### config.mk
export PLATFORM = sky130hd
export DESIGN_NAME = six_button_pad_poll_sequencer_top
export DESIGN_NICKNAME = d
export VERILOG_FILES = /design/src/rtl/core/sbpad_pkg.sv /design/src/rtl/core/six_button_pad_poll_sequencer_top.sv
export SDC_FILE = /design/constraint.sdc
export NUM_CORES = 1
export LEC_CHECK = 0
export BUFFER_PORTS_ARGS = -buffer_cell sky130_fd_sc_hd__buf_2
export CAP_MARGIN = 20
export CELL_PAD_IN_SITES_DETAIL_PLACEMENT = 1
export CELL_PAD_IN_SITES_GLOBAL_PLACEMENT = 2
export CORE_UTILIZATION = 38
export CTS_BUF_LIST = sky130_fd_sc_hd__clkbuf_4
export CTS_CLUSTER_DIAMETER = 50
export DETAILED_ROUTE_END_ITERATION = 6
export PLACE_DENSITY_LB_ADDON = 0.3
export SETUP_SLACK_MARGIN = 0.2
export SYNTH_ARGS = -nofsm -noshare
export SYNTH_HDL_FRONTEND = slang
export SYNTH_SLANG_ARGS = --single-unit
### constraint.sdc
create_clock -name clk -period 3.1 [get_ports clk]
set_input_delay 0.31 -clock clk [delete_from_list [all_inputs] [get_ports clk]]
set_output_delay 0.31 -clock clk [all_outputs]
set_load 0.02 [all_outputs]
### src/rtl/core/sbpad_pkg.sv
// Shared types and constants for the six-button pad poll sequencer.
package sbpad_pkg;

  localparam int PhaseWidth = 5;
  localparam int WordWidth  = 12;
  localparam int RptWidth   = 8;
  localparam int AxisWidth  = 8;

  localparam logic [PhaseWidth-1:0] LastPhase   = 5'd16;
  localparam int                    ReportShift = 4;

  localparam logic signed [AxisWidth-1:0] AxisNeg  = -8'sd128;
  localparam logic signed [AxisWidth-1:0] AxisPos  = 8'sd127;
  localparam logic signed [AxisWidth-1:0] AxisZero = 8'sd0;

  localparam logic OpStart = 1'b0;
  localparam logic OpTick  = 1'b1;

  localparam int BRight = 0;
  localparam int BLeft  = 1;
  localparam int BDown  = 2;
  localparam int BUp    = 3;
  localparam int BMode  = 4;
  localparam int BStart = 5;
  localparam int BZ     = 6;
  localparam int BY     = 7;
  localparam int BX     = 8;
  localparam int BC     = 9;
  localparam int BB     = 10;
  localparam int BA     = 11;

  typedef struct packed {
    logic                        select_level;
    logic                        report_valid;
    logic [RptWidth-1:0]         report_buttons;
    logic signed [AxisWidth-1:0] axis_x;
    logic signed [AxisWidth-1:0] axis_y;
    logic                        led_on;
    logic                        busy_res;
  } res_t;

  function automatic logic signed [AxisWidth-1:0] axis_of(input logic neg, input logic pos);
    logic signed [AxisWidth-1:0] a;
    a = AxisZero;
    if (neg && !pos) a = AxisNeg;
    if (pos && !neg) a = AxisPos;
    return a;
  endfunction

endpackage

### src/rtl/core/six_button_pad_poll_sequencer_top.sv
// Top level of the six-button pad poll sequencer: phase state, latching and output buffer.
//
//  channel | handshake            | payload
//  --------+----------------------+-------------------------------------------------------
//  in      | in_valid / in_stall  | op, pad_pin1..4, pad_pin6, pad_pin9
//  out     | out_valid / out_stall| select_level, report_valid, report_buttons, axis_x,
//          |                      | axis_y, led_on, busy_res
//
// One transaction per cycle while in_stall is low; each result is registered.
// Frame state and the result are computed in one pass from the state registers.
// A two-entry output buffer (result register plus skid) keeps input flowing while the
// output stalls until the skid fills; in_stall rises only when the skid entry is occupied.
// rst is synchronous and clears phase, select, running, button word and both buffers.
module six_button_pad_poll_sequencer_top
  import sbpad_pkg::*;
(
  input  logic                        clk,
  input  logic                        rst,
  input  logic                        in_valid,
  output logic                        in_stall,
  input  logic                        op,
  input  logic                        pad_pin1,
  input  logic                        pad_pin2,
  input  logic                        pad_pin3,
  input  logic                        pad_pin4,
  input  logic                        pad_pin6,
  input  logic                        pad_pin9,
  output logic                        out_valid,
  input  logic                        out_stall,
  output logic                        select_level,
  output logic                        report_valid,
  output logic [RptWidth-1:0]         report_buttons,
  output logic signed [AxisWidth-1:0] axis_x,
  output logic signed [AxisWidth-1:0] axis_y,
  output logic                        led_on,
  output logic                        busy_res
);

  logic [PhaseWidth-1:0] phase_count, phase_count_next;
  logic                  select_flag, select_flag_next;
  logic                  running, running_next;
  logic [WordWidth-1:0]  button_word, button_word_next;

  res_t res_new;
  res_t out_res;
  res_t skid_res;
  logic skid_valid;
  logic accept;

  assign in_stall = skid_valid;
  assign accept   = in_valid && !in_stall;

  always_comb begin
    phase_count_next = phase_count;
    select_flag_next = select_flag;
    running_next     = running;
    button_word_next = button_word;
    res_new          = '0;
    if (op == OpStart) begin
      select_flag_next = 1'b1;
      running_next     = 1'b1;
    end else if (running) begin
      if (phase_count[0]) select_flag_next = !select_flag;
      case (phase_count)
        5'd0, 5'd4, 5'd8: begin
          button_word_next[BUp]    = pad_pin1;
          button_word_next[BDown]  = pad_pin2;
          button_word_next[BLeft]  = pad_pin3;
          button_word_next[BRight] = pad_pin4;
          button_word_next[BB]     = pad_pin6;
          button_word_next[BC]     = pad_pin9;
        end
        5'd2, 5'd6: begin
          button_word_next[BUp]    = pad_pin1;
          button_word_next[BDown]  = pad_pin2;
          button_word_next[BA]     = pad_pin6;
          button_word_next[BStart] = pad_pin9;
        end
        5'd10, 5'd14: begin
          button_word_next[BA]     = pad_pin6;
          button_word_next[BStart] = pad_pin9;
        end
        5'd12: begin
          button_word_next[BZ]     = pad_pin1;
          button_word_next[BY]     = pad_pin2;
          button_word_next[BX]     = pad_pin3;
          button_word_next[BMode]  = pad_pin4;
          button_word_next[BB]     = pad_pin6;
          button_word_next[BC]     = pad_pin9;
        end
        default: begin
        end
      endcase
      if (phase_count == LastPhase) begin
        phase_count_next       = '0;
        running_next           = 1'b0;
        res_new.report_valid   = 1'b1;
        res_new.led_on         = |button_word_next;
        res_new.axis_y         = axis_of(button_word_next[BUp], button_word_next[BDown]);
        res_new.axis_x         = axis_of(button_word_next[BLeft], button_word_next[BRight]);
        res_new.report_buttons = button_word_next[ReportShift +: RptWidth];
      end else begin
        phase_count_next = phase_count + 1'b1;
      end
    end
    res_new.select_level = select_flag_next;
    res_new.busy_res     = running_next;
  end

  always_ff @(posedge clk) begin
    if (rst) begin
      phase_count <= '0;
      select_flag <= 1'b0;
      running     <= 1'b0;
      button_word <= '0;
    end else if (accept) begin
      phase_count <= phase_count_next;
      select_flag <= select_flag_next;
      running     <= running_next;
      button_word <= button_word_next;
    end
  end

  always_ff @(posedge clk) begin
    if (rst) begin
      out_valid  <= 1'b0;
      skid_valid <= 1'b0;
    end else if (!out_valid || !out_stall) begin
      if (skid_valid) begin
        out_res    <= skid_res;
        out_valid  <= 1'b1;
        skid_valid <= 1'b0;
      end else begin
        out_valid <= accept;
        if (accept) out_res <= res_new;
      end
    end else if (accept) begin
      skid_res   <= res_new;
      skid_valid <= 1'b1;
    end
  end

  assign select_level   = out_res.select_level;
  assign report_valid   = out_res.report_valid;
  assign report_buttons = out_res.report_buttons;
  assign axis_x         = out_res.axis_x;
  assign axis_y         = out_res.axis_y;
  assign led_on         = out_res.led_on;
  assign busy_res       = out_res.busy_res;

`ifndef SYNTHESIS
  a_phase_range: assert property (@(posedge clk) disable iff (rst)
    phase_count <= LastPhase)
    else $error("phase counter past last phase");

  a_skid_needs_out: assert property (@(posedge clk) disable iff (rst)
    skid_valid |-> out_valid)
    else $error("skid entry held with empty result register");

  a_report_idle: assert property (@(posedge clk) disable iff (rst)
    out_valid && report_valid |-> !busy_res)
    else $error("report while frame still running");

  a_no_report_zero: assert property (@(posedge clk) disable iff (rst)
    out_valid && !report_valid |-> report_buttons == '0 && axis_x == AxisZero &&
      axis_y == AxisZero && !led_on)
    else $error("report fields set without a report");
`endif

endmodule

After elaboration in Yosys (flattened, before gate mapping)

Cells that the tools add are included.

$add $sub $neg: 1
Equality and inequality tests: 8
Mux-type cells: 38
Bitwise operators: 2
Reductions and logical operators: 25

Operator list:

| operator                                       | number |
|---|---|
| 2-to-1 mux 26 bit                              | 3 |
| 2-to-1 mux 28 bit                              | 2 |
| 2-to-1 mux 8 bit                               | 4 |
| == test 5 x 4 -> 1 bit (second input constant) | 4 |
| 2-to-1 mux 2 bit                               | 9 |
| 2-to-1 mux 1 bit                               | 16 |
| OR reduction 12 bit                            | 1 |
| == test 5 x 3 -> 1 bit (second input constant) | 2 |
| 2-to-1 mux 3 bit                               | 3 |
| AND reduction 3 bit                            | 3 |
| zero test 1 bit                                | 8 |
| OR reduction 4 bit                             | 2 |
| adder 5 x 1 -> 5 bit (second input constant)   | 1 |
| == test 5 x 2 -> 1 bit (second input constant) | 1 |
| == test 5 bit (second input constant)          | 1 |
| logical AND 1 bit                              | 5 |
| zero test 5 bit                                | 1 |
| 2-to-1 mux 5 bit                               | 1 |
| OR reduction 5 bit                             | 1 |
| OR reduction 3 bit                             | 1 |
| NOT 1 bit                                      | 2 |
| nonzero test 2 bit                             | 1 |
| OR reduction 2 bit                             | 1 |
| logical OR 1 bit                               | 1 |

Bits in registers: 77
Input port bits: 11
Word-level logic and storage cells: 94

Depth between registers and ports, before layout

Gate-level depths: netlist of run 1.

Depth in word-level cells: 14
Gate-level depth with buffers: 8

Least setup slack after synthesis of run 1

OpenSTA, ideal clock, no wires.

Path kind: flip-flop to flip-flop
Start point: register skid_valid, in the netlist in_stall
End point: register out_res (netlist bit axis_x[6]) (enable)
Setup time: 0.414 ns
Arrival: 2.016 ns
Required time: 2.686 ns
Setup slack: 0.670 ns
Cell stages (with the launch flop): 4
Period minus slack after synthesis: 2.430 ns
Cells stage by stage: dfxtp_1 clkbuf_1 nor2_1 a211oi_1

Cells in the longest elaborated chain, start to end: 4

RTL lines:

| item                                   | line                                     | source |
|---|---|---|
| start: declaration                     | six_button_pad_poll_sequencer_top.sv:47  | `logic skid_valid;` |
| start signal: assignment               | six_button_pad_poll_sequencer_top.sv:127 | `skid_valid <= 1'b0;` |
| start signal: assignment               | six_button_pad_poll_sequencer_top.sv:132 | `skid_valid <= 1'b0;` |
| start signal: assignment               | six_button_pad_poll_sequencer_top.sv:139 | `skid_valid <= 1'b1;` |
| zero test 1 bit                        | six_button_pad_poll_sequencer_top.sv:51  | `assign accept = in_valid && !in_stall;` |
| logical AND 1 bit                      | six_button_pad_poll_sequencer_top.sv:51  |  |
| nonzero test 2 bit (no source line) *  | --                                       |  |
| AND reduction 3 bit (no source line) * | --                                       |  |
| end signal: assignment                 | six_button_pad_poll_sequencer_top.sv:130 | `out_res <= skid_res;` |
| end signal: assignment                 | six_button_pad_poll_sequencer_top.sv:135 | `if (accept) out_res <= res_new;` |
| end: declaration                       | six_button_pad_poll_sequencer_top.sv:45  | `res_t out_res;` |

Mark *: on every way between the ends. The rest lies on a longest branch, timed or not.
A chain may end at the register's enable or synchronous reset.

Final worst setup path of run 1

Start point: register phase_count[0]
End point: register out_res (netlist bit axis_x[6]) (data pin)

Cells in the longest elaborated chain, start to end: 13
Elaborated cells between the ends (all ways): 16

RTL lines:

| item                                           | line                                     | source |
|---|---|---|
| start: declaration                             | six_button_pad_poll_sequencer_top.sv:39  | `logic [PhaseWidth-1:0] phase_count, phase_count_next;` |
| start signal: assignment                       | six_button_pad_poll_sequencer_top.sv:117 | `phase_count <= phase_count_next;` |
| == test 5 x 3 -> 1 bit (tied with other cells) | six_button_pad_poll_sequencer_top.sv:64  | `case (phase_count)` |
| OR reduction 3 bit                             | --                                       |  |
| 2-to-1 mux 2 bit                               | six_button_pad_poll_sequencer_top.sv:64  |  |
| 2-to-1 mux 2 bit                               | six_button_pad_poll_sequencer_top.sv:62  | `end else if (running) begin` |
| 2-to-1 mux 2 bit                               | six_button_pad_poll_sequencer_top.sv:59  | `if (op == OpStart) begin` |
| zero test 1 bit                                | sbpad_pkg.sv:46                          | `if (pos && !neg) a = AxisPos;` |
| logical AND 1 bit                              | sbpad_pkg.sv:46                          |  |
| 2-to-1 mux 8 bit                               | sbpad_pkg.sv:46                          |  |
| 2-to-1 mux 26 bit *                            | six_button_pad_poll_sequencer_top.sv:94  | `if (phase_count == LastPhase) begin` |
| 2-to-1 mux 26 bit *                            | six_button_pad_poll_sequencer_top.sv:62  |  |
| 2-to-1 mux 26 bit *                            | six_button_pad_poll_sequencer_top.sv:59  |  |
| 2-to-1 mux 28 bit *                            | six_button_pad_poll_sequencer_top.sv:135 |  |
| 2-to-1 mux 28 bit *                            | six_button_pad_poll_sequencer_top.sv:129 | `if (skid_valid) begin` |

Mark *: on every way between the ends. The rest lies on a longest branch, timed or not. The select of a mux whose other input is x is not followed.

==> flow_metrics.py, run 1 <==
metrics = {
    "synthesis": {
        "synth_compound_area_share_pct": 10.3,
        "yosysWarnings": 0,
        "synth_fa_ha_area_share_pct": 1.53,
        "synth_flop_cell": "edfxtp_1",
        "synth-simple-area-share_pct": 17.0,
        "synth_common_cells": "nor2_1 (33), edfxtp_1 (32), dfxtp_1 (21), nand2_1 (20), buf_4 (12)",
        "synth_top_cells_by_area": "edfxtp_1 (39%), dfxtp_1 (17%), nor2_1 (5.0%)",
        "synth_edf_count": 32,
        "yosysTopAreaCellShare_pct": 39.1,
        "yosys.area.top_type": "edfxtp_1",
        "yosysUniqueCellTypes": 39,
        "ys_seq_area_share_pct": 56.2,
        "ys_ff_latch": 53,
        "syn_avg_cell_area_sq_um": 11.1,
        "async_reset_ff_share_pct": 0,
        "synth_xor_area_share_pct": 1.07,
        "synth.net_count": 235,
        "synth_top_family_by_area": "simple AND/OR/NAND/NOR gates",
        "netlist_instances": 221,
        "syn_area_sq_um": 2460,
        "synthMuxAreaShare_pct": 7.43,
        "yosysMostFrequentCell": "nor2_1",
    },
    "worst_setup_path": {
        "reg2reg_depth": 8,
        "worstReg2RegEnd": "axis_x[6]",
        "cp_max_fo": 24,
        "critical_path_required_ns": 3.35,
        "r2r_setup_slack_ns": 0.77,
        "cp-start-kind": "flip-flop",
        "reg2reg_from": "phase_count[0]",
        "cp.arrival_ns": 2.58,
        "endpoint_kind": "flip-flop",
        "path_class": "flip-flop to flip-flop",
    },
    "timing": {
        "fin_tns_setup_ns": 0,
        "hold_violations": 0,
        "layout_setup_ws_ns": 0.768,
        "period_share_pct": 75.2,
        "finalSetupViolCount": 0,
        "tightest_slew_ns": 0.499,
        "relSlewSlack_pct": 66.4,
        "fin_worst_skew_ns": 0.0110,
        "fin_hold_ws_ns": 0.244,
        "max_freq_mhz": 429,
        "drv_slew": 0,
        "min_period_ns": 2.33,
        "rsz0062_at_grt": "no",
    },
    "power_and_ir_drop": {
        "power_per_cell_area_nw_per_um2": 449,
        "vdd_drop_max_mv": 0.185,
        "leakagePower_nw": 1.02,
    },
    "die": {
        "fp.dieW_um": 82.4,
        "io-pin-count": 41,
        "rows": 28,
        "dieArea_sq_um": 6800,
        "die_h_um": 82.4,
        "core_area_sq_um": 6100,
        "initial_core_util_pct": 40.3,
    },
    "clocking": {
        "cts-buffers-inserted": 5,
        "clock_latency_ns": 0.36,
        "root_buffer": "clkbuf_4",
        "postCtsHoldBufs": 0,
        "htreeDepth": 2,
        "cts_tree": "done",
        "postCtsSetupBuffers": 0,
        "cts_buffer_depth": 2,
        "cts.sinks": 53,
        "cts_resized": 0,
        "clk_pin_slew_ns": 0.15,
    },
    "finish": {
        "finalNetCount": 264,
        "antenna_cells": 0,
        "regArea_sq_um": 1380,
        "multiInputGateArea_sq_um": 928,
        "drive_gt1_share_pct": 27.9,
        "fillerInstances": 711,
        "area_delta_synth_final_pct": 10.6,
    },
    "worst_hold_path": {
        "hold_path_startpoint": "pad_pin1",
        "hold_end": "button_word[3]",
        "worst_hold_path_type": "input port to flip-flop",
        "worstHoldPathCells": 3,
    },
    "route": {
        "num_vias": 1677,
        "routed_via_density": 5.14,
        "wire_per_inst_um": 15.4,
        "drc_errors": 0,
        "totalWireLength_mm": 5.01,
        "dr.first_iter.drc_count": 61,
        "first_pass_iters": 4,
        "antenna_left": 0,
    },
    "status": {
        "status": "finished, final reports clean",
    },
    "job": {
        "max_cap_viol_count": 0,
    },
    "grt": {
        "grt_pass1_wl_mm": 7.98,
        "grt_start_max_net_pins": 27,
        "grt_pass1_vias": 1579,
        "antenna_found_initial": 0,
        "gr-total-overflow": 0,
        "grt_usage_pct": 16.1,
    },
    "place": {
        "dpl.hpwl_mm": 3.64,
        "place_congestion": 0.692,
        "io_buffers": 40,
        "place_ws_ns": 0.768,
    },
}
==> kinds of logic (layout without fill, tap and decap cells) <==
kind of cell | Yosys count | count (layout)
buffers and inverters | 29 | 59
xor gates and xnor gates | 3 | 3
AOI/OAI and AO/OA | 37 | 37
and+or+nand+nor | 80 | 80
DFF | 53 | 53
muxes | 16 | 16
adders and majority gates | 3 | 3
==> report_power, final <==
part / internal [W] / switching (W)
Combinational: 0.0000434 / 0.0000831
Sequential: 0.000768 / 0.0000121
Clock: 0.0000979 / 0.000218
==> critical path, stage by stage, from the launching register on <==
cell      delay, ns
dfxtp_1        0.40
inv_1          0.10
ha_1           0.27
nand2b_4       0.09
nor3b_4        0.30
nand3_2        0.45
inv_1          0.26
and3_4         0.21
mux2_2         0.13
==> sequential cells by signal, indices dropped and copies added, names as in the netlist <==
register and flops:
skid_res 16, axis_y 2, select_level 1, busy_res 1, report_valid 1, axis_x 2
select_flag 1, out_valid 1, led_on 1, in_stall 1, running 1, report_buttons 8
phase_count 5, button_word 12
==> per-stage QoR <==
step           area (sq um)  total power (W)  util, %  instances
5_1_grt                2720          0.00128     44.6        326
3_3_place_gp           2660         0.000920     43.6        318
3_5_place_dp           2660         0.000924     43.6        318
6_report               2720          0.00122     44.6        326
2_1_floorplan          2460         0.000885        -        221
4_1_cts                2720          0.00124     44.6        326
==> layout by cell type, fill, tap and decap left out, types with 2 or more instances in the layout <==
master,instances
a211oi_1,10
a21oi_1,6
a31oi_1,3
and3_1,2
buf_2,40
buf_4,4
clkbuf_4,6
clkinvlp_4,2
dfxtp_1,21
edfxtp_1,32
ha_1,3
inv_1,6
mux2_2,4
mux2i_1,10
nand2_1,20
nand3_1,4
nand4_1,2
nor2_1,33
nor2b_1,2
nor3_1,4
nor3_2,3
nor3b_1,2
o21ai_0,3
o31ai_1,10
xor2_1,3
==> layout make-up <==
class	count	share of cell area, %
flip-flops and latches	53	50.8
multi-input cells	139	34.1
repair buffers	44	8.46
well taps	75	3.45
clock buffers	6	1.66
inverters	7	0.966
clock inverters	2	0.552
==> worst max-delay path by stage <==
| stage | end | startpoint | slack, ns |
|---|---|---|---|
| 3_3_place_gp | report_buttons[0] | phase_count[0] | 0.84 |
| 5_1_grt | axis_x[6] | phase_count[0] | 0.53 |
| 3_5_place_dp | axis_x[6] | phase_count[0] | 0.77 |
| 2_1_floorplan | axis_x[6] | in_stall | 0.67 |
| 6_report | axis_x[6] | phase_count[0] | 0.77 |
| 4_1_cts | axis_x[6] | phase_count[0] | 0.72 |
==> routing by layer <==
metal,track usage (%),vias to the layer above,share of wire (%)
met4,5.79,0,0.96
met2,26.3,36,47
li1,-,835,-
met3,2.64,4,3.2
met1,21.5,802,49
met5,0,-,0
No activity file was read; power rests on OpenSTA's default activity.
==> run 2, diff against run 1 <==
ABC_AREA = 1   (was not set)
CORE_UTILIZATION = 35   (was 38)
clock period = 2.45 ns   (was 3.1 ns; I/O delays follow)
==> flow_metrics.py, run 2 <==
metrics = {
    "clocking": {
        "cts_resized": 0,
        "htreeDepth": 2,
        "cts_buffer_depth": 2,
        "clock_latency_ns": 0.38,
        "cts-buffers-inserted": 5,
        "clk_pin_slew_ns": 0.16,
        "cts_tree": "done",
        "postCtsSetupBuffers": 0,
        "root_buffer": "clkbuf_4",
        "postCtsHoldBufs": 0,
        "cts.sinks": 53,
    },
    "worst_setup_path": {
        "endpoint_kind": "flip-flop",
        "reg2reg_depth": 11,
        "cp_top_family": "simple AND/OR/NAND/NOR gates",
        "crit_end": "skid_res[1]",
        "cp-start-kind": "flip-flop",
        "critPathBufInv": 2,
        "cpMaxStageDelayCell": "dfxtp_1",
        "critPathLaunch": "phase_count[0]",
        "path_class": "flip-flop to flip-flop",
        "crit_cells": 11,
        "crit_path_frequent_cell": "nand2_1",
        "cp_slowest_stage_delay_ns": 0.46,
        "crit_chain": "inv_1 -> ha_1 -> inv_2 -> nor2_4 -> nand2_2 -> nand2_1 -> nand2_1 -> nand2_1 -> nor2_1 -> nand3_1 -> and2_1",
        "critical_path_required_ns": 2.60,
        "worstReg2RegEnd": "skid_res[1]",
        "r2r_setup_slack_ns": 0.46,
        "cp_max_fo": 6,
        "reg2reg_from": "phase_count[0]",
        "cp.arrival_ns": 2.14,
    },
    "synthesis": {
        "ys_seq_area_share_pct": 54.7,
        "yosysTopAreaCellShare_pct": 38.0,
        "netlist_instances": 288,
        "synth_edf_count": 32,
        "async_reset_ff_share_pct": 0,
        "synth_flop_cell": "edfxtp_1",
        "ys_ff_latch": 53,
        "synth_common_cells": "nand2_1 (76), inv_1 (37), edfxtp_1 (32), nor2_1 (25), dfxtp_1 (21)",
        "syn_area_sq_um": 2530,
        "yosysUniqueCellTypes": 30,
        "synth_top_cells_by_area": "edfxtp_1 (38%), dfxtp_1 (17%), nand2_1 (11%)",
        "yosysMostFrequentCell": "nand2_1",
        "yosysWarnings": 0,
        "yosys.area.top_type": "edfxtp_1",
        "syn_avg_cell_area_sq_um": 8.77,
        "synth.net_count": 302,
    },
    "power_and_ir_drop": {
        "vdd_drop_max_mv": 0.194,
        "pwr-share-comb_pct": 10.7,
        "seq_power_share_pct": 62.9,
        "p_switching_w": 0.000418,
        "swShare_pct": 26.8,
        "leakagePower_nw": 1.28,
        "power_per_cell_area_nw_per_um2": 553,
        "power_frac_clock_pct": 26.4,
        "intPower_w": 0.00114,
    },
    "die": {
        "core_area_sq_um": 6870,
        "die_h_um": 87.0,
        "io-pin-count": 41,
        "rows": 30,
        "dieArea_sq_um": 7560,
        "initial_core_util_pct": 36.8,
        "fp.dieW_um": 87.0,
    },
    "finish": {
        "drive_gt1_share_pct": 21.4,
        "top_register": "skid_res",
        "fin_cells": 419,
        "antenna_cells": 0,
        "postLayoutCellArea_sq_um": 2820,
        "finalNetCount": 336,
        "layout_common_cells": "nand2_1 (76), buf_2 (40), inv_1 (37)",
        "final_common_cell": "nand2_1",
        "largest_reg_flops": 16,
        "area_delta_synth_final_pct": 11.7,
    },
    "route": {
        "first_pass_iters": 4,
        "antenna_left": 0,
        "num_vias": 1942,
        "drc_errors": 0,
        "totalWireLength_mm": 5.63,
        "dr.first_iter.drc_count": 42,
        "wire_per_inst_um": 13.4,
        "routed_via_density": 4.63,
    },
    "grt": {
        "grt_usage_pct": 16.4,
        "antenna_found_initial": 0,
        "grt_pass1_wl_mm": 9.38,
        "grt_pass1_vias": 1908,
        "grt_start_max_net_pins": 22,
        "gr-total-overflow": 0,
    },
    "place": {
        "place_area_sq_um": 2760,
        "dpl.hpwl_mm": 4.27,
        "place_ws_ns": 0.474,
        "place_congestion": 0.855,
        "dp_cells": 411,
        "io_buffers": 40,
    },
    "status": {
        "status": "finished, final reports clean",
    },
    "timing": {
        "fin_tns_setup_ns": 0,
        "max_freq_mhz": 502,
        "drv_slew": 0,
        "layout_setup_ws_ns": 0.456,
        "rsz0062_at_grt": "no",
        "min_period_ns": 1.99,
        "relSlewSlack_pct": 78.7,
        "tightest_slew_ns": 0.315,
        "hold_violations": 0,
        "finalSetupViolCount": 0,
        "period_share_pct": 81.4,
        "fin_worst_skew_ns": 0.0115,
    },
    "job": {
        "max_cap_viol_count": 0,
    },
    "worst_hold_path": {
        "hold_path_startpoint": "out_stall",
        "worst_hold_path_type": "input port to flip-flop",
    },
}
[run 2: area by class of cell]
| type | instances | area (sq um) |
|---|---|---|
| clock buffer | 6 | 45.0 |
| clock inverter | 2 | 15.0 |
| fill | 852 | 4050 |
| inverter | 42 | 160 |
| multi-input combinational | 174 | 855 |
| sequential | 53 | 1380 |
| tap | 96 | 120 |
| timing repair buffer | 46 | 245 |
[run 2: layer usage]
| metal | track usage [%] | vias to the layer above | part of all wire [%] |
|---|---|---|---|
| met3 | 3.13 | 8 | 2.9 |
| met2 | 26.0 | 35 | 45 |
| met5 | 0 | - | 0 |
| met1 | 22.8 | 912 | 51 |
| li1 | - | 987 | - |
| met4 | 5.00 | 0 | 1.3 |
[run 2: how the worst min path moves through the flow]
stage          endpoint  cells past startpoint
3_5_place_dp   in_stall                      2
3_3_place_gp   in_stall                      2
5_1_grt        in_stall                      3
6_report       in_stall                      3
2_1_floorplan  in_stall                      2
4_1_cts        in_stall                      3
[run 2: cell families (layout without fill, tap and decap cells)]
group | count (synthesis) | in the layout | synth area share, %
buf+inv | 61 | 96 | 11.5
simple gates | 134 | 134 | 23.9
fa+ha+maj | 3 | 3 | 1.49
flops | 53 | 53 | 54.7
compound gates | 36 | 36 | 8.07
xor+xnor | 1 | 1 | 0.347
[run 2: power groups by stage]
stage / Clock [W] / Combinational, W / Sequential [W]
finish: 0.000412 / 0.000166 / 0.000982
global route: 0.000458 / 0.000187 / 0.000986
CTS: 0.000436 / 0.000169 / 0.000983
detailed placement: 0 / 0.000168 / 0.00100
global placement: 0 / 0.000165 / 0.00100
floorplan: 0 / 0.000101 / 0.00102
[run 2: worst reg2reg max path, delay by kind of cell (launching register included)]
family	cells	cell delay [ns]
buffers and inverters	2	0.23
and+or+nand+nor	8	0.78
DFF	1	0.46
adders and majority gates	1	0.30
[run 2: stage by stage]
stage | util (%) | power (W) | hold slack (ns)
floorplan | - | 0.00112 | 0.396
global placement | 40.2 | 0.00117 | 0.450
detailed placement | 40.2 | 0.00117 | 0.458
CTS | 41.1 | 0.00159 | 0.0926
global route | 41.1 | 0.00163 | 0.106
finish | 41.1 | 0.00156 | 0.113
==> run 3, diff against run 2 <==
CORE_UTILIZATION = 32   (was 35)
clock period = 1.73 ns   (was 2.45 ns; I/O delays follow)
==> flow_metrics.py, run 3 (synthesized netlist as in run 2, its figures left out) <==
metrics = {
    "status": {
        "status": "finished, final reports clean",
    },
    "power_and_ir_drop": {
        "pwr-share-comb_pct": 13.2,
        "power_per_cell_area_nw_per_um2": 718,
        "power_frac_clock_pct": 25.9,
        "vdd_drop_max_mv": 0.258,
        "seq_power_share_pct": 60.9,
        "leakagePower_nw": 1.40,
        "p_switching_w": 0.000621,
        "swShare_pct": 27.2,
        "intPower_w": 0.00166,
    },
    "worst_setup_path": {
        "cpMaxStageDelayCell": "dfxtp_2",
        "critical_path_required_ns": 1.87,
        "cp_max_fo": 6,
        "path_class": "flip-flop to flip-flop",
        "cp_slowest_stage_delay_ns": 0.37,
        "cp-start-kind": "flip-flop",
        "endpoint_kind": "flip-flop",
        "crit_chain": "inv_4 -> ha_4 -> inv_4 -> nor2_4 -> nand2_4 -> nand3_2 -> nand2_4 -> nor2_4 -> nand3_2 -> nand2_1 -> nand2_1",
        "cp.arrival_ns": 1.80,
    },
    "grt": {
        "grt_start_max_net_pins": 21,
        "antenna_found_initial": 0,
        "gr-total-overflow": 0,
        "grt_pass1_wl_mm": 9.38,
        "grt_pass1_vias": 1884,
        "grt_usage_pct": 14.5,
    },
    "finish": {
        "final_util_pct": 41.3,
        "finalNetCount": 356,
        "largest_reg_flops": 16,
        "drive_gt1_share_pct": 35.3,
        "area_delta_synth_final_pct": 25.8,
        "final_common_cell": "nand2_1",
        "layout_common_cells": "nand2_1 (65), buf_2 (40), inv_1 (34)",
        "top_register": "skid_res",
        "postLayoutCellArea_sq_um": 3180,
        "fillerInstances": 910,
        "antenna_cells": 0,
    },
    "clocking": {
        "root_buffer": "clkbuf_4",
        "clock_latency_ns": 0.37,
        "cts.sinks": 53,
        "cts-buffers-inserted": 5,
        "cts_tree": "done",
        "cts_buffer_depth": 2,
        "htreeDepth": 2,
        "clk_pin_slew_ns": 0.16,
    },
    "timing": {
        "min_period_ns": 1.65,
        "period_share_pct": 95.7,
        "max_freq_mhz": 604,
        "fin_hold_ws_ns": 0.0483,
        "fin_worst_skew_ns": 0.00813,
        "rsz0062_at_grt": "yes",
        "relSlewSlack_pct": 58.1,
        "finalSetupViolCount": 0,
        "tightest_slew_ns": 0.622,
        "hold_violations": 0,
        "drv_slew": 0,
    },
    "place": {
        "io_buffers": 40,
        "place_congestion": 0.751,
        "place_area_sq_um": 2870,
        "dpl.hpwl_mm": 4.12,
    },
    "die": {
        "die_h_um": 90.9,
        "dieArea_sq_um": 8250,
        "io-pin-count": 41,
        "fp.dieW_um": 90.9,
        "core_area_sq_um": 7690,
        "rows": 32,
        "initial_core_util_pct": 32.9,
    },
    "job": {
        "max_cap_viol_count": 0,
    },
    "route": {
        "dr.first_iter.drc_count": 20,
        "antenna_left": 0,
        "num_vias": 1996,
        "first_pass_iters": 4,
        "routed_via_density": 4.49,
        "drc_errors": 0,
        "totalWireLength_mm": 5.80,
        "wire_per_inst_um": 13.0,
    },
    "worst_hold_path": {
        "worst_hold_path_type": "input port to flip-flop",
    },
}
-- run 3: critical path: cells and delay by family, from the launching register on --
| family | cells | cell delay [ns] |
|---|---|---|
| AND/OR/NAND/NOR | 8 | 0.74 |
| buffers and inverters | 2 | 0.13 |
| flip-flops | 1 | 0.37 |
| adder cells (fa/ha/maj) | 1 | 0.18 |
-- run 3: repair_timing --
item                       in CTS  in global routing
setup endpoints to repair      15                 43
hold buffers                    0                  0
buffers inserted                6                  7
pin swaps                       3                 16
resized for setup               8                 29
-- run 3: path summary, 6_finish.rpt --
check	from	to	slack, ns	depth (start not counted)
worst min register to register	out_valid	in_stall	0.49	2
worst max-delay path	phase_count[0]	led_on	0.08	11
worst max register to register	phase_count[0]	led_on	0.08	11
worst min-delay path	out_stall	in_stall	0.05	3
-- run 3: metal layers --
layer,routed length (um),share of wire (%),track usage (%),vias to the layer above
met3,184,3.2,2.44,6
met1,2790,48,19.5,923
met4,75,1.3,4.37,0
li1,-,-,-,1032
met2,2750,47,23.9,35
met5,0,0,0,-
-- run 3: final cells by class --
type	instances	area, sq um	area share (%)
Clock buffer	6	45.0	1.42
Multi-Input combinational cell	174	990	31.1
Timing Repair Buffer	66	444	14.0
Sequential cell	53	1390	43.6
Tap cell	102	128	4.02
Clock inverter	2	15.0	0.472
Inverter	42	171	5.39
-- run 3: metrics by stage --
| stage | total power [W] | std cells | setup TNS, ns | setup WS, ns |
|---|---|---|---|---|
| final | 0.00228 | 445 | 0 | 0.0750 |
| after floorplan | 0.00159 | 288 | 0 | 0.196 |
| after global placement | 0.00167 | 424 | 0 | 0.0383 |
| after CTS | 0.00228 | 438 | 0 | 0.0857 |
| after detailed placement | 0.00167 | 424 | 0 | 0.0152 |
| after global routing | 0.00238 | 445 | -0.102 | -0.0351 |
-- run 3: power groups by stage --
stage / sequential, W / clock [W] / combinational [W]
2_1_floorplan: 0.00144 / 0 / 0.000151
3_3_place_gp: 0.00142 / 0 / 0.000250
3_5_place_dp: 0.00142 / 0 / 0.000254
4_1_cts: 0.00139 / 0.000620 / 0.000273
5_1_grt: 0.00139 / 0.000652 / 0.000335
6_report: 0.00139 / 0.000590 / 0.000302
